$ cat src/sv/utf8dv_pkg.sv
// ----------------------------------------------------------------------------
// UTF-8 decode/validate package
// Word types for the byte and result channels, and the decode constants.
// ----------------------------------------------------------------------------
`default_nettype none

package utf8dv_pkg;

   typedef struct packed {
      logic [7:0] byte_in;
      logic       end_of_text;
   } req_word_type;

   typedef struct packed {
      logic [20:0] code_point;
      logic [2:0]  seq_len;
      logic        bad;
      logic        final_flag;
   } rsp_word_type;

   localparam logic [20:0] SURR_LO  = 21'h00D800;
   localparam logic [20:0] SURR_HI  = 21'h00DFFF;
   localparam logic [20:0] MAX_LEN1 = 21'h00007F;
   localparam logic [20:0] MAX_LEN2 = 21'h0007FF;
   localparam logic [20:0] MAX_LEN3 = 21'h00FFFF;

   localparam logic [2:0] LEN_ONE   = 3'd1;
   localparam logic [2:0] LEN_TWO   = 3'd2;
   localparam logic [2:0] LEN_THREE = 3'd3;
   localparam logic [2:0] LEN_FOUR  = 3'd4;

   // Shortest encoding length for a code point.
   function automatic logic [2:0] min_len(input logic [20:0] cp);
      logic [2:0] len;
      if (cp <= MAX_LEN1) begin
         len = LEN_ONE;
      end else if (cp <= MAX_LEN2) begin
         len = LEN_TWO;
      end else if (cp <= MAX_LEN3) begin
         len = LEN_THREE;
      end else begin
         len = LEN_FOUR;
      end
      return len;
   endfunction

endpackage

`default_nettype wire

$ cat src/sv/utf8dv_in_stage.sv
// ----------------------------------------------------------------------------
// UTF-8 decode/validate input stage
// Holds one incoming byte word until the decode stage consumes it.
// ----------------------------------------------------------------------------
`default_nettype none

module utf8dv_in_stage (
   input  wire                      clock,
   input  wire                      reset,
   input  wire                      req_valid,
   output logic                     req_stall,
   input  utf8dv_pkg::req_word_type req_word,
   input  wire                      take,
   output logic                     held_valid,
   output utf8dv_pkg::req_word_type held_word
);
   import utf8dv_pkg::*;

   logic         valid_ff;
   logic         valid_in;
   req_word_type word_ff;

   // The register can load whenever it is empty or its word leaves this cycle.
   assign req_stall  = valid_ff && !take;
   assign valid_in   = req_stall ? valid_ff : req_valid;
   assign held_valid = valid_ff;
   assign held_word  = word_ff;

   always_ff @(posedge clock) begin
      if (reset) begin
         valid_ff <= 1'b0;
      end else begin
         valid_ff <= valid_in;
      end
   end

   always_ff @(posedge clock) begin
      if (req_valid && !req_stall) begin
         word_ff <= req_word;
      end
   end

endmodule

`default_nettype wire

$ cat src/sv/utf8dv_decode.sv
// ----------------------------------------------------------------------------
// UTF-8 decode/validate sequence decoder
// Tracks the sequence in progress and forms the result for each byte.
// ----------------------------------------------------------------------------
`default_nettype none

module utf8dv_decode (
   input  wire                      clock,
   input  wire                      reset,
   input  wire                      step,
   input  utf8dv_pkg::req_word_type word,
   output logic                     emit,
   output utf8dv_pkg::rsp_word_type result
);
   import utf8dv_pkg::*;

   logic [20:0] accum_ff;
   logic [20:0] accum_in;
   logic [1:0]  left_ff;
   logic [1:0]  left_in;
   logic [2:0]  len_ff;
   logic [2:0]  len_in;
   logic        failed_ff;
   logic        failed_in;

   logic [7:0]  b;
   logic        last;
   logic [20:0] acc_shift;
   logic        err;
   logic        done;
   logic [20:0] cp;
   logic [2:0]  slen;

   assign b         = word.byte_in;
   assign last      = word.end_of_text;
   assign acc_shift = {accum_ff[14:0], b[5:0]};

   always_comb begin
      accum_in  = accum_ff;
      left_in   = left_ff;
      len_in    = len_ff;
      failed_in = failed_ff;
      emit      = 1'b0;
      result    = '0;
      err       = 1'b0;
      done      = 1'b0;
      cp        = '0;
      slen      = '0;

      if (failed_ff) begin
         // After an error only the last byte of the string reports.
         if (last) begin
            emit              = 1'b1;
            result.bad        = 1'b1;
            result.final_flag = 1'b1;
            failed_in         = 1'b0;
         end
      end else begin
         if (left_ff == 2'd0) begin
            if (!b[7]) begin
               done = 1'b1;
               cp   = {13'd0, b};
               slen = LEN_ONE;
            end else if (b[7:5] == 3'b110) begin
               accum_in = {16'd0, b[4:0]};
               left_in  = 2'd1;
               len_in   = LEN_TWO;
            end else if (b[7:4] == 4'b1110) begin
               accum_in = {17'd0, b[3:0]};
               left_in  = 2'd2;
               len_in   = LEN_THREE;
            end else if (b[7:3] == 5'b11110) begin
               accum_in = {18'd0, b[2:0]};
               left_in  = 2'd3;
               len_in   = LEN_FOUR;
            end else begin
               err = 1'b1;
            end
         end else if (b[7:6] == 2'b10) begin
            accum_in = acc_shift;
            left_in  = left_ff - 2'd1;
            if (left_ff == 2'd1) begin
               cp   = acc_shift;
               slen = len_ff;
               if (acc_shift >= SURR_LO && acc_shift <= SURR_HI) begin
                  err = 1'b1;
               end else if (min_len(acc_shift) != len_ff) begin
                  err = 1'b1;
               end else begin
                  done = 1'b1;
               end
            end
         end else begin
            err = 1'b1;
         end

         if (err) begin
            emit              = 1'b1;
            result.bad        = 1'b1;
            result.final_flag = last;
            failed_in         = !last;
         end else if (done) begin
            emit              = 1'b1;
            result.code_point = cp;
            result.seq_len    = slen;
            result.final_flag = last;
         end else if (last) begin
            // The string ended inside a sequence.
            emit              = 1'b1;
            result.bad        = 1'b1;
            result.final_flag = 1'b1;
         end

         if (err || done || last) begin
            accum_in = '0;
            left_in  = '0;
            len_in   = '0;
         end
      end
   end

   always_ff @(posedge clock) begin
      if (reset) begin
         accum_ff  <= '0;
         left_ff   <= '0;
         len_ff    <= '0;
         failed_ff <= 1'b0;
      end else if (step) begin
         accum_ff  <= accum_in;
         left_ff   <= left_in;
         len_ff    <= len_in;
         failed_ff <= failed_in;
      end
   end

endmodule

`default_nettype wire

$ cat src/sv/utf8dv_out_stage.sv
// ----------------------------------------------------------------------------
// UTF-8 decode/validate output stage
// Result register that holds a word until the consumer takes it.
// ----------------------------------------------------------------------------
`default_nettype none

module utf8dv_out_stage (
   input  wire                      clock,
   input  wire                      reset,
   input  wire                      load,
   input  utf8dv_pkg::rsp_word_type load_word,
   output logic                     ready,
   output logic                     rsp_valid,
   input  wire                      rsp_stall,
   output utf8dv_pkg::rsp_word_type rsp_word
);
   import utf8dv_pkg::*;

   logic         valid_ff;
   logic         valid_in;
   rsp_word_type word_ff;

   assign ready     = !valid_ff || !rsp_stall;
   assign valid_in  = ready ? load : valid_ff;
   assign rsp_valid = valid_ff;
   assign rsp_word  = word_ff;

   always_ff @(posedge clock) begin
      if (reset) begin
         valid_ff <= 1'b0;
      end else begin
         valid_ff <= valid_in;
      end
   end

   always_ff @(posedge clock) begin
      if (ready && load) begin
         word_ff <= load_word;
      end
   end

endmodule

`default_nettype wire

$ cat src/sv/utf8_decode_validate_unit.sv
// A result word reaches rsp_word through the input register, then the result
// register; the decode between them is combinational.
// Throughput: one byte per cycle while rsp_stall does not hold the result register.
// Bytes inside a sequence and bytes after an error yield no result word
// unless they end the string. Reset (synchronous, active high) empties both
// registers and clears the sequence state, so the next byte starts a string.
// ----------------------------------------------------------------------------
// UTF-8 decoder and validator
// Decodes a byte stream into code points and flags invalid strings.
// ----------------------------------------------------------------------------
`default_nettype none

module utf8_decode_validate_unit (
   input  wire                      clock,
   input  wire                      reset,
   input  wire                      req_valid,
   output logic                     req_stall,
   input  utf8dv_pkg::req_word_type req_word,
   output logic                     rsp_valid,
   input  wire                      rsp_stall,
   output utf8dv_pkg::rsp_word_type rsp_word
);
   import utf8dv_pkg::*;

   logic         held_valid;
   req_word_type held_word;
   logic         emit;
   rsp_word_type dec_word;
   logic         out_ready;
   logic         take;

   // A byte leaves the input register when its result, if any, has room.
   assign take = held_valid && (!emit || out_ready);

   utf8dv_in_stage u_in (
      .clock      (clock),
      .reset      (reset),
      .req_valid  (req_valid),
      .req_stall  (req_stall),
      .req_word   (req_word),
      .take       (take),
      .held_valid (held_valid),
      .held_word  (held_word)
   );

   utf8dv_decode u_dec (
      .clock  (clock),
      .reset  (reset),
      .step   (take),
      .word   (held_word),
      .emit   (emit),
      .result (dec_word)
   );

   utf8dv_out_stage u_out (
      .clock     (clock),
      .reset     (reset),
      .load      (take && emit),
      .load_word (dec_word),
      .ready     (out_ready),
      .rsp_valid (rsp_valid),
      .rsp_stall (rsp_stall),
      .rsp_word  (rsp_word)
   );

endmodule

`default_nettype wire

$ cat config.mk
export PLATFORM = sky130hd
export DESIGN_NAME = utf8_decode_validate_unit
export DESIGN_NICKNAME = d
export VERILOG_FILES = /design/src/sv/utf8dv_pkg.sv /design/src/sv/utf8dv_in_stage.sv /design/src/sv/utf8dv_decode.sv /design/src/sv/utf8dv_out_stage.sv /design/src/sv/utf8_decode_validate_unit.sv
export SDC_FILE = /design/constraint.sdc
export NUM_CORES = 1
export LEC_CHECK = 0
export BUFFER_PORTS_ARGS = -buffer_cell sky130_fd_sc_hd__buf_2
export CORE_MARGIN = 3
export CORE_UTILIZATION = 55
export DETAILED_ROUTE_END_ITERATION = 16
export GPL_TIMING_DRIVEN = 0
export HOLD_SLACK_MARGIN = 0.06
export PLACE_DENSITY = 0.77
export SYNTH_ARGS = -nofsm -noshare
export SYNTH_HDL_FRONTEND = slang
export SYNTH_SLANG_ARGS = --single-unit
$ cat constraint.sdc
create_clock -name clock -period 4.8 [get_ports clock]
set_clock_uncertainty 0.1 [all_clocks]
set_input_delay 1.44 -clock clock [delete_from_list [all_inputs] [get_ports clock]]
set_output_delay 1.44 -clock clock [all_outputs]
set_load 0.03 [all_outputs]
==> insert_results.sql <==
INSERT INTO impl_metrics (metric_group, metric, value, unit) VALUES
('drt', 'route.detailed.drc', '0', ''),
('place', 'portBuffers', '39', ''),
('worst_setup_path', 'cp_max_fo', '10', ''),
('worst_setup_path', 'crit_buf_inv', '4', ''),
('clocking', 'worst_skew_pair_later_pin_latency', '0.34', 'ns'),
('timing', 'fmax', '258', 'MHz'),
('worst_setup_path', 'cpLargestDelayFamily', 'buffers and inverters', ''),
('drt', 'routed_via_density', '5.92', ''),
('synthesis', 'post_synthesis_cell_count', '220', ''),
('worst_setup_path', 'crit_arrival', '2.33', 'ns'),
('finish', 'flow.area_growth_from_synthesis', '19.7', '%'),
('finish', 'multi_input_area', '898', 'µm²'),
('worst_setup_path', 'critical_path.max_stage_delay', '0.33', 'ns'),
('drt', 'routed-via-count', '1931', ''),
('finish', 'fin_cells', '326', ''),
('worst_setup_path', 'worst-setup-path-type', 'reg2out', ''),
('floorplanning', 'initial_core_util', '0.594', ''),
('job', 'timing.max_cap.violations', '0', ''),
('finish', 'final_layout_size_suffix_gt1_frac', '0.228', ''),
('floorplanning', 'design.core.area', '4200', 'µm²'),
('worst_setup_path', 'reg2regPathDepth', '8', ''),
('grt', 'grt_antenna_before_repair', '0', ''),
('timing', 'final_period_minus_worst_setup_slack', '3.87', 'ns'),
('drt', 'drtAntennaViolNets', '0', ''),
('finish', 'register_area', '1510', 'µm²'),
('synthesis', 'syn-cell-area', '2500', 'µm²'),
('synthesis', 'ys_async_sr_fraction', '0', ''),
('power', 'cellLeakagePower', '0.00106', 'µW'),
('floorplanning', 'floorplan.rows', '23', ''),
('place', 'dpl.cell_count', '310', ''),
('drt', 'drt-wirelength-per-cell', '16.5', 'µm'),
('worst_setup_path', 'critical-path-top-cell-by-count', 'clkbuf_1', ''),
('clocking', 'numClockSinks', '58', ''),
('timing', 'timing.max_slew.rel_slack', '0.474', ''),
('worst_setup_path', 'crit_path_top_delay_cell', 'nor3_1', ''),
('finish', 'nFillCells', '327', ''),
('finish', 'most_common_cell_after_layout_fill_and_taps_aside', 'buf_2', ''),
('min_path', 'hold-path-cell-count', '2', ''),
('power', 'p_per_area', '375', 'nW/µm²'),
('floorplanning', 'die_area', '5390', 'µm²'),
('synthesis', 'netlist_top_cells_area', 'edfxtp_1 42%, dfxtp_1 18%, nand4b_1 4.6%', ''),
('floorplanning', 'die_y', '73.4', 'µm'),
('clocking', 'cts-root-buf', 'clkbuf_8', ''),
('grt', 'grt_pass1_vias', '1741', ''),
('synthesis', 'synthXorXnorAreaFrac', '0', ''),
('timing', 'worst_pin_slew', '0.783', 'ns'),
('grt', 'globalRouteTotalUtil', '0.220', ''),
('finish', 'num_antenna_cells', '0', ''),
('synthesis', 'synth_flop_cell', 'edfxtp_1', ''),
('synthesis', 'synth_top_area_frac', '0.421', ''),
('timing', 'finalSetupTns', '0', 'ns'),
('synthesis', 'synth-compound-area-share', '0.179', ''),
('synthesis', 'synth-seq-cells', '58', ''),
('clocking', 'clkSlewWorstSetupHoldPaths', '0.07', 'ns'),
('synthesis', 'share_of_synthesized_cell_area_in_and_or_nand_and_nor_gates', '0.176', ''),
('synthesis', 'number_of_enable_flip_flop_cells_after_synthesis', '35', ''),
('run_status', 'outcome', 'finished, final reports clean', ''),
('finish', 'most-common-layout-cells', '39 x buf_2, 35 x edfxtp_1, 23 x dfxtp_1', ''),
('drt', 'detail_route.first_pass.iterations', '4', ''),
('power', 'ir_drop', '238', 'µV'),
('clocking', 'tritoncts', 'yes', ''),
('timing', 'rsz0062_at_grt', 'false', ''),
('clocking', 'cts_buffer_depth', '2', ''),
('clocking', 'postCtsSetupBuffers', '0', ''),
('timing', 'slew_viol_final', '0', ''),
('min_path', 'min-delay-path-class', 'reg2reg', ''),
('synthesis', 'postSynthAreaPerCell', '11.4', 'µm²'),
('worst_setup_path', 'cp.required', '3.26', 'ns'),
('worst_setup_path', 'worstSetupStartpointType', 'flop', ''),
('timing', 'endpoints_failing_setup', '0', ''),
('place', 'place_hpwl', '3770', 'µm');
-- stage by stage --
stage / power [µW] / cell area [µm²] / utilization / setup slack, ns / hold WS (ns)
final: 1120 / 2990 / 0.711 / 0.929 / 0.388
after floorplan: 627 / 2500 / - / 0.899 / 0.352
after CTS: 1130 / 2980 / 0.710 / 0.997 / 0.383
after global routing: 1160 / 2990 / 0.711 / 0.763 / 0.394
after global placement: 654 / 2760 / 0.656 / 0.740 / 0.374
after detailed placement: 657 / 2770 / 0.660 / 1.03 / 0.374
-- registers in the layout, summed over array words and instances (netlist names) --
| name | cells |
|---|---|
| u_in.held_valid | 1 |
| u_dec.accum_ff | 15 |
| u_out.rsp_word | 26 |
| u_out.rsp_valid | 1 |
| u_dec.failed_ff | 1 |
| u_dec.left_ff | 2 |
| u_in.held_word | 9 |
| u_dec.len_ff | 3 |
-- kinds of logic (layout without fill, tap and decap cells) --
| logic type | after synthesis | in the layout |
|---|---|---|
| and+or+nand+nor | 71 | 71 |
| AOI/OAI and AO/OA | 69 | 69 |
| DFF | 58 | 58 |
| buffers and inverters | 22 | 78 |
-- final timing paths --
path	start	to	slack, ns
min	u_dec.accum_ff[13]	u_dec.accum_ff[13]	0.39
min reg2reg	u_dec.accum_ff[13]	u_dec.accum_ff[13]	0.39
max	u_dec.left_ff[0]	req_stall	0.93
max reg2reg	u_dec.left_ff[0]	u_out.rsp_word[12]	1.79
-- per-layer routing --
layer / GRT usage / wire length (µm) / vias to the layer above
li1: - / - / 943
met1: 0.313 / 2440 / 907
met2: 0.314 / 2460 / 74
met3: 0.0547 / 424 / 7
met4: 0.105 / 60 / 0
met5: 0 / 0 / -
-- cells in the mapped netlist (all sizes together), types with 6 or more instances --
library cell and number:
edfxtp 35, dfxtp 23, a21oi 21, o21ai 19
and2 17, clkbuf 13, nand4b 13, nand2 8
inv 6, nor2 6, o21a 6
-- area by class of cell --
class	instances	share of cell area
inverters	6	0.00753
repair buffers	40	0.0703
flip-flops and latches	58	0.506
multi-input cells	140	0.301
clock inverters	6	0.0272
well taps	50	0.0209
plain buffers	16	0.0251
clock buffers	10	0.0427
-- worst reg2reg max path, cell delays in order (launching register included) --
cell and delay [ns]:
dfxtp_1 0.31, clkbuf_1 0.31, inv_1 0.12, o2111a_1 0.31, and2_1 0.15, clkbuf_1 0.22, or2_2 0.37, a21oi_2 0.59
buf_8 0.25
-- power by group --
| group | total (µW) | internal, µW | leakage [µW] | switching [µW] |
|---|---|---|---|---|
| combinational | 89.6 | 27.4 | 0.000435 | 62.1 |
| sequential | 558 | 547 | 0.000523 | 10.5 |
| clock | 474 | 288 | 0.000104 | 185 |
| total | 1120 | 863 | 0.00106 | 258 |
No activity file was read; power rests on OpenSTA's default activity.
